===== src/rtl/gfb_pkg.sv =====
// Shared types and constants for the GFB admission control block.
// Holds the request, response and configuration words and the sequencer states.
// No dependencies.
package gfb_pkg;

   localparam int UTIL_W   = 20;
   localparam int TOTAL_W  = 24;
   localparam int PROC_W   = 7;
   localparam int STATUS_W = 3;
   localparam int OP_W     = 2;
   localparam int ADDR_W   = 4;
   localparam int DATA_W   = 32;
   localparam int REG_IDX_W = 2;

   localparam logic [OP_W-1:0] OP_ADMIT   = 2'd0;
   localparam logic [OP_W-1:0] OP_REMOVE  = 2'd1;
   localparam logic [OP_W-1:0] OP_READMIT = 2'd2;

   localparam logic [STATUS_W-1:0] ST_DONE       = 3'd0;
   localparam logic [STATUS_W-1:0] ST_OVER_TGT   = 3'd1;
   localparam logic [STATUS_W-1:0] ST_OVER_CAP   = 3'd2;
   localparam logic [STATUS_W-1:0] ST_TABLE_FULL = 3'd3;
   localparam logic [STATUS_W-1:0] ST_NO_MATCH   = 3'd4;

   localparam logic [REG_IDX_W-1:0] REG_SCALE  = 2'd0;
   localparam logic [REG_IDX_W-1:0] REG_TARGET = 2'd1;
   localparam logic [REG_IDX_W-1:0] REG_PROC   = 2'd2;

   typedef struct packed {
      logic [OP_W-1:0]   op;
      logic [UTIL_W-1:0] raw_util;
   } req_type;

   typedef struct packed {
      logic [STATUS_W-1:0] status;
      logic                admitted;
      logic [TOTAL_W-1:0]  total_util;
      logic [UTIL_W-1:0]   max_util;
   } rsp_type;

   typedef struct packed {
      logic [UTIL_W-1:0] scale_factor;
      logic [UTIL_W-1:0] target_util;
      logic [PROC_W-1:0] cpu_count;
   } cfg_type;

   typedef enum logic [3:0] {
      S_IDLE,
      S_SCALE,
      S_SAT,
      S_GFB_MUL,
      S_GFB_CHK,
      S_APPEND,
      S_SCAN,
      S_SCAN_TAIL,
      S_REMOVE_END,
      S_RESP
   } state_type;

endpackage


===== src/rtl/gfb_ram.sv =====
// Generic simple dual-port RAM with one write port and one registered read port.
// No dependencies.
module gfb_ram #(
   parameter int WIDTH = 20,
   parameter int DEPTH = 64
) (
   input  logic                     clock,
   input  logic                     we,
   input  logic [$clog2(DEPTH)-1:0] waddr,
   input  logic [WIDTH-1:0]         wdata,
   input  logic [$clog2(DEPTH)-1:0] raddr,
   output logic [WIDTH-1:0]         rdata
);

   logic [WIDTH-1:0] mem_ff [DEPTH];
   logic [WIDTH-1:0] rdata_ff;

   always_ff @(posedge clock) begin
      if (we) begin
         mem_ff[waddr] <= wdata;
      end
      rdata_ff <= mem_ff[raddr];
   end

   assign rdata = rdata_ff;

endmodule


===== src/rtl/gfb_csr.sv =====
// Configuration registers of the admission block behind an APB-style port.
// Depends on gfb_pkg for the configuration word and register indexes.
module gfb_csr
   import gfb_pkg::*;
#(
   parameter int FRAC_BITS = 16
) (
   input  logic              clock,
   input  logic              reset,
   input  logic              psel,
   input  logic              penable,
   input  logic              pwrite,
   input  logic [ADDR_W-1:0] paddr,
   input  logic [DATA_W-1:0] pwdata,
   output logic [DATA_W-1:0] prdata,
   output logic              pready,
   output cfg_type           cfg
);

   localparam logic [UTIL_W-1:0] ONE_Q = (FRAC_BITS >= UTIL_W) ? {UTIL_W{1'b1}} :
                                         UTIL_W'(1 << FRAC_BITS);

   cfg_type              cfg_ff;
   cfg_type              cfg_in;
   logic                 wr;
   logic [REG_IDX_W-1:0] reg_idx;

   assign pready  = 1'b1;
   assign wr      = psel && penable && pwrite;
   assign reg_idx = paddr[ADDR_W-1:2];

   always_comb begin
      cfg_in = cfg_ff;
      if (wr) begin
         case (reg_idx)
            REG_SCALE:  cfg_in.scale_factor = pwdata[UTIL_W-1:0];
            REG_TARGET: cfg_in.target_util  = pwdata[UTIL_W-1:0];
            REG_PROC:   cfg_in.cpu_count    = pwdata[PROC_W-1:0];
            default:    cfg_in = cfg_ff;
         endcase
      end
   end

   always_comb begin
      case (reg_idx)
         REG_SCALE:  prdata = DATA_W'(cfg_ff.scale_factor);
         REG_TARGET: prdata = DATA_W'(cfg_ff.target_util);
         REG_PROC:   prdata = DATA_W'(cfg_ff.cpu_count);
         default:    prdata = '0;
      endcase
   end

   always_ff @(posedge clock) begin
      if (reset) begin
         cfg_ff.scale_factor <= ONE_Q;
         cfg_ff.target_util  <= ONE_Q;
         cfg_ff.cpu_count    <= PROC_W'(1);
      end else begin
         cfg_ff <= cfg_in;
      end
   end

   assign cfg = cfg_ff;

endmodule


===== src/rtl/gfb_admission_control.sv =====
// Top level of the GFB admission control block: sequencer, shared multiplier and task table.
// Depends on gfb_pkg, gfb_csr and gfb_ram.
//
//   channel   ports                                       handshake
//   request   start, busy, req_data                       taken when start && !busy
//   response  rsp_valid, rsp_data                         one-cycle strobe, no backpressure
//   config    psel, penable, pwrite, paddr, pwdata,       written on access cycle
//             prdata, pready
//
// An admit word steps through scaling, saturation, the capacity product and the check;
// a readmit skips the capacity product, and an unused op goes straight to the response.
// A remove word scans the filled entries through the single read port of the task table.
// One 20 by 20 multiplier is shared between scaling and the capacity product.
// Synchronous reset clears state, total, max, count and flags; the table needs no clearing.
// The response is presented for one cycle and the receiver cannot stall it.
module gfb_admission_control
   import gfb_pkg::*;
#(
   parameter int MAX_TASKS = 64,
   parameter int FRAC_BITS = 16
) (
   input  logic              clock,
   input  logic              reset,
   input  logic              start,
   output logic              busy,
   input  req_type           req_data,
   output logic              rsp_valid,
   output rsp_type           rsp_data,
   input  logic              psel,
   input  logic              penable,
   input  logic              pwrite,
   input  logic [ADDR_W-1:0] paddr,
   input  logic [DATA_W-1:0] pwdata,
   output logic [DATA_W-1:0] prdata,
   output logic              pready
);

   localparam int AW     = $clog2(MAX_TASKS);
   localparam int CW     = $clog2(MAX_TASKS + 1);
   localparam int PROD_W = 2 * UTIL_W;
   localparam int GP_W   = UTIL_W + PROC_W;
   localparam int SUM_W  = ((GP_W > PROC_W + FRAC_BITS) ? GP_W : PROC_W + FRAC_BITS) + 2;
   localparam logic [CW-1:0] MAX_CNT = CW'(MAX_TASKS);

   cfg_type cfg;

   state_type           state_ff, state_in;
   logic [OP_W-1:0]     op_ff, op_in;
   logic [UTIL_W-1:0]   util_ff, util_in;
   logic [PROD_W-1:0]   prod_ff, prod_in;
   logic [UTIL_W-1:0]   scaled_ff, scaled_in;
   logic [TOTAL_W-1:0]  total_ff, total_in;
   logic [UTIL_W-1:0]   max_ff, max_in;
   logic [CW-1:0]       count_ff, count_in;
   logic [AW-1:0]       idx_ff, idx_in;
   logic                pend_ff, pend_in;
   logic [AW-1:0]       pend_idx_ff, pend_idx_in;
   logic                found_ff, found_in;
   logic [AW-1:0]       match_ff, match_in;
   logic [UTIL_W-1:0]   last_ff, last_in;
   logic [UTIL_W-1:0]   run_max_ff, run_max_in;
   logic [STATUS_W-1:0] status_ff, status_in;
   logic                adm_ff, adm_in;
   logic                rsp_valid_ff, rsp_valid_in;
   rsp_type             rsp_ff, rsp_in;

   logic [UTIL_W-1:0]  mul_a, mul_b;
   logic [PROD_W-1:0]  mul_p;
   logic [PROD_W-1:0]  shifted;
   logic [UTIL_W-1:0]  sat_util;
   logic [PROC_W-1:0]  m_eff, m_less;
   logic [UTIL_W-1:0]  umax;
   logic [SUM_W-1:0]   need_sum, cap_base;
   logic               over_cap;
   logic [TOTAL_W:0]   sum_wide;
   logic [TOTAL_W-1:0] total_add, total_sub;
   logic               table_full;
   logic [CW-1:0]      last_idx;
   logic               pend_last;

   logic              ram_we;
   logic [AW-1:0]     ram_waddr;
   logic [UTIL_W-1:0] ram_wdata;
   logic [UTIL_W-1:0] ram_rdata;

   gfb_csr #(
      .FRAC_BITS(FRAC_BITS)
   ) u_csr (
      .clock  (clock),
      .reset  (reset),
      .psel   (psel),
      .penable(penable),
      .pwrite (pwrite),
      .paddr  (paddr),
      .pwdata (pwdata),
      .prdata (prdata),
      .pready (pready),
      .cfg    (cfg)
   );

   gfb_ram #(
      .WIDTH(UTIL_W),
      .DEPTH(MAX_TASKS)
   ) u_table (
      .clock(clock),
      .we   (ram_we),
      .waddr(ram_waddr),
      .wdata(ram_wdata),
      .raddr(idx_ff),
      .rdata(ram_rdata)
   );

   assign m_eff  = (cfg.cpu_count == '0) ? PROC_W'(1) : cfg.cpu_count;
   assign m_less = m_eff - PROC_W'(1);
   assign umax   = (max_ff > scaled_ff) ? max_ff : scaled_ff;

   assign mul_a = (state_ff == S_GFB_MUL) ? umax : util_ff;
   assign mul_b = (state_ff == S_GFB_MUL) ? UTIL_W'(m_less) : cfg.scale_factor;
   assign mul_p = PROD_W'(mul_a) * PROD_W'(mul_b);

   assign shifted  = prod_ff >> FRAC_BITS;
   assign sat_util = (|shifted[PROD_W-1:UTIL_W]) ? {UTIL_W{1'b1}} : shifted[UTIL_W-1:0];

   assign need_sum = SUM_W'(total_ff) + SUM_W'(scaled_ff) + SUM_W'(prod_ff[GP_W-1:0]);
   assign cap_base = SUM_W'(m_eff) << FRAC_BITS;
   assign over_cap = need_sum > cap_base;

   assign sum_wide  = {1'b0, total_ff} + (TOTAL_W + 1)'(scaled_ff);
   assign total_add = sum_wide[TOTAL_W] ? {TOTAL_W{1'b1}} : sum_wide[TOTAL_W-1:0];
   assign total_sub = (total_ff > TOTAL_W'(scaled_ff)) ?
                      (total_ff - TOTAL_W'(scaled_ff)) : '0;

   assign table_full = count_ff >= MAX_CNT;
   assign last_idx   = count_ff - CW'(1);
   assign pend_last  = CW'(pend_idx_ff) == last_idx;

   always_comb begin
      state_in     = state_ff;
      op_in        = op_ff;
      util_in      = util_ff;
      prod_in      = prod_ff;
      scaled_in    = scaled_ff;
      total_in     = total_ff;
      max_in       = max_ff;
      count_in     = count_ff;
      idx_in       = idx_ff;
      pend_in      = pend_ff;
      pend_idx_in  = pend_idx_ff;
      found_in     = found_ff;
      match_in     = match_ff;
      last_in      = last_ff;
      run_max_in   = run_max_ff;
      status_in    = status_ff;
      adm_in       = adm_ff;
      rsp_valid_in = 1'b0;
      rsp_in       = rsp_ff;
      ram_we       = 1'b0;
      ram_waddr    = count_ff[AW-1:0];
      ram_wdata    = scaled_ff;

      if (pend_ff && (state_ff == S_SCAN || state_ff == S_SCAN_TAIL)) begin
         if (!found_ff && ram_rdata == scaled_ff) begin
            found_in = 1'b1;
            match_in = pend_idx_ff;
         end else if (ram_rdata > run_max_ff) begin
            run_max_in = ram_rdata;
         end
         if (pend_last) begin
            last_in = ram_rdata;
         end
      end

      case (state_ff)
         S_IDLE: begin
            if (start) begin
               op_in     = req_data.op;
               util_in   = req_data.raw_util;
               status_in = ST_DONE;
               adm_in    = 1'b0;
               state_in  = S_SCALE;
            end
         end
         S_SCALE: begin
            prod_in  = mul_p;
            state_in = S_SAT;
         end
         S_SAT: begin
            scaled_in  = sat_util;
            idx_in     = '0;
            pend_in    = 1'b0;
            found_in   = 1'b0;
            run_max_in = '0;
            case (op_ff)
               OP_ADMIT:   state_in = S_GFB_MUL;
               OP_READMIT: state_in = S_APPEND;
               OP_REMOVE:  state_in = (count_ff == '0) ? S_REMOVE_END : S_SCAN;
               default:    state_in = S_RESP;
            endcase
         end
         S_GFB_MUL: begin
            prod_in  = mul_p;
            state_in = S_GFB_CHK;
         end
         S_GFB_CHK: begin
            if (scaled_ff > cfg.target_util) begin
               status_in = ST_OVER_TGT;
            end else if (over_cap) begin
               status_in = ST_OVER_CAP;
            end else if (table_full) begin
               status_in = ST_TABLE_FULL;
            end else begin
               ram_we   = 1'b1;
               total_in = total_add;
               max_in   = umax;
               count_in = count_ff + CW'(1);
               adm_in   = 1'b1;
            end
            state_in = S_RESP;
         end
         S_APPEND: begin
            if (table_full) begin
               status_in = ST_TABLE_FULL;
            end else begin
               ram_we   = 1'b1;
               total_in = total_add;
               max_in   = umax;
               count_in = count_ff + CW'(1);
               adm_in   = 1'b1;
            end
            state_in = S_RESP;
         end
         S_SCAN: begin
            pend_in     = 1'b1;
            pend_idx_in = idx_ff;
            idx_in      = idx_ff + AW'(1);
            if (CW'(idx_ff) == last_idx) begin
               state_in = S_SCAN_TAIL;
            end
         end
         S_SCAN_TAIL: begin
            pend_in  = 1'b0;
            state_in = S_REMOVE_END;
         end
         S_REMOVE_END: begin
            total_in = total_sub;
            max_in   = run_max_ff;
            if (found_ff) begin
               ram_we    = 1'b1;
               ram_waddr = match_ff;
               ram_wdata = last_ff;
               count_in  = count_ff - CW'(1);
            end else begin
               status_in = ST_NO_MATCH;
            end
            state_in = S_RESP;
         end
         S_RESP: begin
            rsp_valid_in      = 1'b1;
            rsp_in.status     = status_ff;
            rsp_in.admitted   = adm_ff;
            rsp_in.total_util = total_ff;
            rsp_in.max_util   = max_ff;
            state_in          = S_IDLE;
         end
         default: begin
            state_in = S_IDLE;
         end
      endcase
   end

   always_ff @(posedge clock) begin
      if (reset) begin
         state_ff     <= S_IDLE;
         total_ff     <= '0;
         max_ff       <= '0;
         count_ff     <= '0;
         pend_ff      <= 1'b0;
         found_ff     <= 1'b0;
         rsp_valid_ff <= 1'b0;
      end else begin
         state_ff     <= state_in;
         total_ff     <= total_in;
         max_ff       <= max_in;
         count_ff     <= count_in;
         pend_ff      <= pend_in;
         found_ff     <= found_in;
         rsp_valid_ff <= rsp_valid_in;
      end
   end

   always_ff @(posedge clock) begin
      op_ff       <= op_in;
      util_ff     <= util_in;
      prod_ff     <= prod_in;
      scaled_ff   <= scaled_in;
      idx_ff      <= idx_in;
      pend_idx_ff <= pend_idx_in;
      match_ff    <= match_in;
      last_ff     <= last_in;
      run_max_ff  <= run_max_in;
      status_ff   <= status_in;
      adm_ff      <= adm_in;
      rsp_ff      <= rsp_in;
   end

   assign busy      = state_ff != S_IDLE;
   assign rsp_valid = rsp_valid_ff;
   assign rsp_data  = rsp_ff;

`ifndef NO_ASSERTIONS
   a_count_bound: assert property (@(posedge clock) disable iff (reset)
      count_ff <= MAX_CNT)
      else $error("entry count exceeds table depth");

   a_count_step: assert property (@(posedge clock) disable iff (reset)
      (count_ff != $past(count_ff)) |->
         (count_ff == $past(count_ff) + CW'(1) || count_ff == $past(count_ff) - CW'(1)))
      else $error("entry count moved by more than one");

   a_scan_range: assert property (@(posedge clock) disable iff (reset)
      (state_ff == S_SCAN) |-> (CW'(idx_ff) < count_ff))
      else $error("table scan beyond filled entries");

   a_start_busy: assert property (@(posedge clock) disable iff (reset)
      (start && !busy) |=> busy)
      else $error("accepted word did not make the block busy");

   a_admit_status: assert property (@(posedge clock) disable iff (reset)
      (rsp_valid && rsp_data.admitted) |-> (rsp_data.status == ST_DONE))
      else $error("stored word reported with a failure status");
`endif

endmodule

===== config.mk =====
export PLATFORM = sky130hd
export DESIGN_NAME = gfb_admission_control
export DESIGN_NICKNAME = d
export VERILOG_FILES = /design/src/rtl/gfb_pkg.sv /design/src/rtl/gfb_ram.sv /design/src/rtl/gfb_csr.sv /design/src/rtl/gfb_admission_control.sv
export SDC_FILE = /design/constraint.sdc
export NUM_CORES = 2
export LEC_CHECK = 0
export BUFFER_PORTS_ARGS = -buffer_cell sky130_fd_sc_hd__buf_4
export CAP_MARGIN = 20
export CORE_MARGIN = 4
export CORE_UTILIZATION = 55
export DETAILED_ROUTE_END_ITERATION = 8
export GPL_ROUTABILITY_DRIVEN = 0
export MAX_ROUTING_LAYER = met4
export PLACE_DENSITY = 0.71
export REMOVE_ABC_BUFFERS = 1
export SLEW_MARGIN = 40
export SYNTH_ARGS = -nofsm -noshare
export SYNTH_HDL_FRONTEND = slang
export SYNTH_SLANG_ARGS = --single-unit
export TNS_END_PERCENT = 30

===== constraint.sdc =====
create_clock -name clock -period 14.2 [get_ports clock]
set_clock_uncertainty 0.15 [all_clocks]
set_input_delay 1.42 -clock clock [delete_from_list [all_inputs] [get_ports clock]]
set_output_delay 1.42 -clock clock [all_outputs]
set_load 0.02 [all_outputs]

=== After elaboration in Yosys (flattened, before gate mapping) ===
Memory sizes are Yosys's and may differ from the RTL's. A register that Yosys moved wholly into a read port is not among the register bits.
Index checks and enable logic that the tools add are counted.

* Flip-flop bits (word level): 297
* Memory bits (writable): 1280
* Bits of input ports: 64
* Output and inout port bits: 83
* Word-level logic and storage cells: 148
* Memories kept: 1

* Add/sub/neg operators: 8
* $mul: 1
* $lt $le $gt $ge: 6
* Equal/unequal tests: 22
* Mux-type cells: 50
* Bitwise gates (word level): 1
* Reductions and logical operators: 34

{| class="wikitable"
|+ Memories
! name !! words !! bits a word !! rd ports !! clocked after Yosys merged registers in !! wr ports !! RTL line !! text
|-
| u_table.mem_ff || 64 || 20 || 1 || 1 || 1 || gfb_ram.sv:15 || <nowiki>logic [WIDTH-1:0] mem_ff [DEPTH];</nowiki>
|}

{| class="wikitable"
|+ Operators with widths
! kind !! count
|-
| $mux 20 || 8
|-
| $mux 24 || 5
|-
| $pmux 20 s3 || 2
|-
| $pmux 24 s3 || 1
|-
| $gt 20x20->1 || 3
|-
| $add 24x20->25 || 2
|-
| $mul 20x20->40 || 1
|-
| $mux 7 || 5
|-
| $add 25x27->28 || 1
|-
| $gt 28x23->1 || 1
|-
| $pmux 4 s7 || 1
|-
| $gt 24x20->1 || 1
|-
| $sub 24x20->24 || 1
|-
| $pmux 7 s3 || 1
|-
| $eq 20x20->1 || 1
|-
| $eq 4x3->1 const B || 4
|-
| $mux 3 || 5
|-
| $eq 6x7->1 || 2
|-
| $logic_not 7->1 || 2
|-
| $reduce_and 2->1 || 7
|-
| $sub 7x1->7 const B || 2
|-
| $mux 4 || 3
|-
| $mux 6 || 2
|-
| $pmux 3 s4 || 1
|-
| 29 further kinds || 60
|}

=== Longest topological paths before layout ===
* Depth in word-level cells: 8
* Mapped depth: 39
* Mapped depth without buffers: 37

=== By module ===
From an unflattened synthesis, not the netlist that was laid out.

* Cells, all modules: 5626
* Area total of the unflattened synthesis: 80981.4 µm²

{| class="wikitable"
|+ By module, submodules not included
! module !! instances !! cells each !! area each (µm²) !! sequential area each (µm²)
|-
| gfb_ram || 1 || 2243 || 49495.0 || 38837.2
|-
| gfb_admission_control || 1 || 3135 || 29111.7 || 6726.5
|-
| gfb_csr || 1 || 248 || 2374.8 || 940.9
|}

=== Least setup slack after synthesis ===
No wires, ideal clock.

* Path kind: flip-flop to flip-flop
* From: reg state_ff[0]
* To: reg prod_ff[30] (data pin)
* Setup time: 0.258 ns
* Arrival time: 10.820 ns
* Required time: 13.792 ns
* Path slack: 2.971 ns
* Cell stages (with the launch flop): 32
* Path buffers: 3
* Period minus slack after synthesis: 11.229 ns
* Cell sequence: dfxtp_1 > inv_1 > nor3_1 > nand2_1 > clkbuf_1 > clkbuf_1 > nand2_1 > o21a_1 > clkbuf_1 > nor2_1 > fa_1 > fa_1 > inv_1 > fa_1 > inv_1 > fa_1 > fa_1 > fa_1 > inv_1 > fa_1 > inv_1 > ha_1 > a21o_1 > a21o_1 > a21o_1 > o21ai_0 > o21ai_0 > a221oi_1 > o21ai_0 > a211o_1 > a31oi_1 > xnor2_1

* Cells in the longest elaborated chain, start to end: 3
* Elaborated cells between the ends (all ways): 4
* Classes of those cells: mul (1); eq/ne (1); mux (2)

{| class="wikitable"
|+ Ends and longest elaborated chain
! item !! RTL line !! text
|-
| start: declaration || gfb_admission_control.sv:47 || <nowiki>state_type state_ff, state_in;</nowiki>
|-
| start signal: assignment || gfb_admission_control.sv:281 || <nowiki>state_ff <= state_in;</nowiki>
|-
| $eq 4x2->1 (*) || gfb_admission_control.sv:117, gfb_admission_control.sv:118 ||
|-
| $mux 20 (on tied branches) || gfb_admission_control.sv:117, gfb_admission_control.sv:118 ||
|-
| $mul 20x20->40 (*) || gfb_admission_control.sv:119 || <nowiki>assign mul_p = PROD_W'(mul_a) * PROD_W'(mul_b);</nowiki>
|-
| net mul_p[30] || gfb_admission_control.sv:68 || <nowiki>logic [PROD_W-1:0] mul_p;</nowiki>
|-
| end signal: assignment || gfb_admission_control.sv:294 || <nowiki>prod_ff <= prod_in;</nowiki>
|-
| end: declaration || gfb_admission_control.sv:50 || <nowiki>logic [PROD_W-1:0] prod_ff, prod_in;</nowiki>
|}

Mark *: on every way through the listed nets, which the timed path passes. The rest lies on a longest branch.
A chain may end at the register's enable or synchronous reset.

=== Worst setup path in the final report ===
* From: reg scaled_ff[5]
* To: reg prod_ff[38] (data pin)

* Cells in the longest elaborated chain, start to end: 4

{| class="wikitable"
|+ Ends and longest elaborated chain
! item !! RTL line !! text
|-
| start: declaration || gfb_admission_control.sv:51 || <nowiki>logic [UTIL_W-1:0] scaled_ff, scaled_in;</nowiki>
|-
| start signal: assignment || gfb_admission_control.sv:295 || <nowiki>scaled_ff <= scaled_in;</nowiki>
|-
| $gt 20x20->1 || gfb_admission_control.sv:115 || <nowiki>assign umax = (max_ff > scaled_ff) ? max_ff : scaled_ff;</nowiki>
|-
| $mux 20 (*) || gfb_admission_control.sv:115 ||
|-
| $mux 20 (*) || gfb_admission_control.sv:117 || <nowiki>assign mul_a = (state_ff == S_GFB_MUL) ? umax : util_ff;</nowiki>
|-
| $mul 20x20->40 (*) || gfb_admission_control.sv:119 ||
|-
| net mul_p[38] || gfb_admission_control.sv:68 ||
|}

Marks and branches as above.

==> impl_results.md <==
- Outcome: finished clean
- Max_cap viols: 0
- Element type at the critical path end: flip-flop
- Cell with the most instances after synthesis: edfxtp_1
- Layout Nets: 6,271
- Post-route ant nets: 0
- Wire length of the first global-routing pass: ~320,000 um
- PortBufs: approximately 120
- Clock Latency Late Sink: 800 ps
- Die Area: 0.153 mm^2
- Critical Path Fanout Max: 17
- Leakage: roughly 33 nW
- Final cell count without fillers: 7,638
- Slew @ Worst Pin: 890 ps
- Async SR Flop Fraction: 0%
- Root Buffer: clkbuf_16
- Number of global-route vias before repair: 48,156
- Core area: 0.146 mm^2
- Final hold violations: 0
- Top FF cell, synth: edfxtp_1
- DR iter-0 viols: 6,363
- YS warnings: 0
- Commonest cells post-synth: 1,452 x edfxtp_1, 483 x inv_1, 420 x mux4_2
- Synth Area per Inst: roughly 15 um^2
- Worst VDD drop: 115 uV
- Reg2reg path depth: 33
- Dpl cells: 7,323
- Final setup viols: 0
- Sequential share of the synthesized area: 57.5%
- Largest net degree at the start of global routing: between 150 and 200
- Share of the synthesized area in the top cell type: 53.9%
- Num CTS Buffers: between 150 and 200
- Setup ws final: approximately 2600 ps
- Io pins: 147
- Period utilization: 81.5%
- Die Y: 392 um
- Final global-route overflow total: 0
- DP HPWL: between 100,000 and 150,000 um
- Via count: just under 50,000
- Routed len/inst: 27.8 um
- CP most frequent cell: fa_1
- Post-CTS setup buffers: 0
- Crit. Startpoint: scaled_ff[5]$_SDFFCE_PP1P_
- Crit path arrival time: about 12,000 ps
- Post-place setup slack: 2910 ps
- Tot GR Track Use: 28.8%
- Netlist Area Pre-Place: 0.0809 mm^2
- Slew Limit Fails: 0
- Setup slack, reg-to-reg: 2630 ps
- Mapped Cells: 5,429
- Share of layout cells above drive strength 1: 19.0%
- Antenna violations before repair: 12
- Hold crit path type: flip-flop to flip-flop
- Vias/cell: 6.40
- End of the critical path: prod_ff[38]$_DFFE_PP_
- RSZ-0062 raised after global routing: false
- Launching point of the worst reg2reg path: scaled_ff[5]$_SDFFCE_PP1P_
- CTS Hold Bufs: 0
- FF-to-FF End: prod_ff[38]$_DFFE_PP_
- Detailed Routing Iterations Pass 1: 8
- Cell Pwr Density: 133 mW/mm^2
- TritonCTS clock tree: done
- Initial Util: between 50% and 60%
- Worst slew margin: about two fifths
- DRC viols: 0
- Overall die width: 392 um
- #FFs+latches synth: 1,597
- Crit path kind: flip-flop to flip-flop
- Clock buffer depth: 3
- Tmin final: about 12,000 ps
- Yosys top cell by area: edfxtp_1
- EDFF count, synth: approximately 1,500
- H-tree levels: 4
- Slowest CP cell: edfxtp_1
- Rows: 140
- Area Overhead vs Synth: 11.9%
- Synth cell types: 84
- Worst setup SP type: flip-flop
- Routed WL: 212,000 um
- WP data required: 14,700 ps
- Largest stage delay, worst path: 810 ps
- Max Freq: 86.5 MHz
- Clock sink count: 1,597
- Post-CTS sizing: 0
- Ranking of synthesized cells by area: edfxtp_1 54%, mux4_2 12%, fa_1 8.5%
- Clock transition at path regs: 60 ps
[cell usage in the layout, fill, tap and decap left out, drive strengths merged, types with 10 or more instances in the layout]
| cell | n |
|---|---|
| a311oi | 18 |
| ha | 289 |
| clkbuf | 219 |
| diode | 11 |
| nor2b | 16 |
| inv | 488 |
| nand4 | 31 |
| xnor2 | 60 |
| a21oi | 218 |
| a211oi | 24 |
| o21ai | 178 |
| nor4 | 52 |
| o2111ai | 25 |
| a31oi | 19 |
| clkinv | 62 |
| nand2b | 47 |
| and3 | 138 |
| o311ai | 11 |
| nor3 | 50 |
| conb | 13 |
| edfxtp | 1452 |
| o21a | 22 |
| a21o | 60 |
| nand2 | 394 |
| buf | 280 |
| or3 | 10 |
| dfxtp | 145 |
| nor4b | 32 |
| mux4 | 420 |
| fa | 343 |
| o211ai | 10 |
| xor2 | 38 |
| o21bai | 14 |
| nand3 | 57 |
| o31ai | 12 |
| or2 | 22 |
| nor2 | 235 |
| and2 | 27 |
| mux2i | 53 |
| bufinv | 11 |
[cell families after synthesis]
| kind of cell | count (synthesis) | share of synthesized area (%) |
|---|---|---|
| xor gates and xnor gates | 98 | 1.06 |
| other | 2 | 0.00928 |
| buffers and inverters | 793 | 3.77 |
| muxes | 473 | 12.3 |
| and+or+nand+nor | 1133 | 6.88 |
| DFF | 1597 | 57.5 |
| adders and majority gates | 632 | 13.0 |
| AOI/OAI and AO/OA | 701 | 5.53 |
[flip-flops by register name, summed over array words and instances, names as in the netlist, 2 cells and up]
signal	count
total_ff	24
u_csr.cfg	47
pend_idx_ff	6
match_ff	6
last_ff	20
max_ff	20
run_max_ff	20
scaled_ff	20
rsp_data	48
state_ff	4
idx_ff	6
op_ff	2
util_ff	20
prod_ff	40
u_table.rdata	20
u_table.mem_ff	1280
count_ff	7
status_ff	3
[routing by layer]
metal | part of all wire, % | track usage [%]
met5 | 0 | -
met4 | 4.1 | 10.9
met3 | 10 | 5.40
met2 | 47 | 43.1
met1 | 39 | 40.0
[critical path, delay by kind of cell, from the launching register on]
kind                     cells  cell delay [ps]
adder cells (fa/ha/maj)      9             3900
AO/OA/AOI/OAI               12             3800
AND/OR/NAND/NOR              5             1100
buffers and inverters        6              910
flip-flops                   1              810
multiplexers                 1              700
[report_power, final]
group | leakage [nW] | switching (mW) | internal (mW)
clock | 2.53 | 1.82 | 2.37
sequential | 14.1 | 0.167 | 5.29
combinational | 16.1 | 1.43 | 0.938
[layout make-up]
cell class,instances,area (um^2)
inverters,483,1810
multi-input cells,3050,32300
repair buffers,281,2270
fillers,10480,55400
clock inverters,81,906
flip-flops and latches,1597,46500
well taps,1917,2400
diodes,11,27.5
clock buffers,218,4340
[worst min-delay path by stage]
stage	start	to	slack [ps]	cells after the start
global route	adm_ff$_SDFFCE_PN0P_	rsp_data[44]$_DFFE_PP_	320	0
global placement	adm_ff$_SDFFCE_PN0P_	rsp_data[44]$_DFFE_PP_	290	0
CTS	adm_ff$_SDFFCE_PN0P_	rsp_data[44]$_DFFE_PP_	310	0
floorplan	adm_ff$_SDFFCE_PN0P_	rsp_data[44]$_DFFE_PP_	280	0
detailed placement	adm_ff$_SDFFCE_PN0P_	rsp_data[44]$_DFFE_PP_	300	0
finish	adm_ff$_SDFFCE_PN0P_	rsp_data[44]$_DFFE_PP_	320	0
[per-stage QoR]
step	instance area (um^2)	utilization, %	hold slack (ps)	TNS, ps	power [mW]
after floorplan	79700	-	276	-1780	7.31
after global placement	85000	58.3	287	0	7.82
after detailed placement	85100	58.4	301	0	7.87
after CTS	90400	61.9	315	0	12.0
after global routing	90500	62.0	322	0	12.5
final	90500	62.0	318	0	12.0
Power figures use the tool's default switching activity.
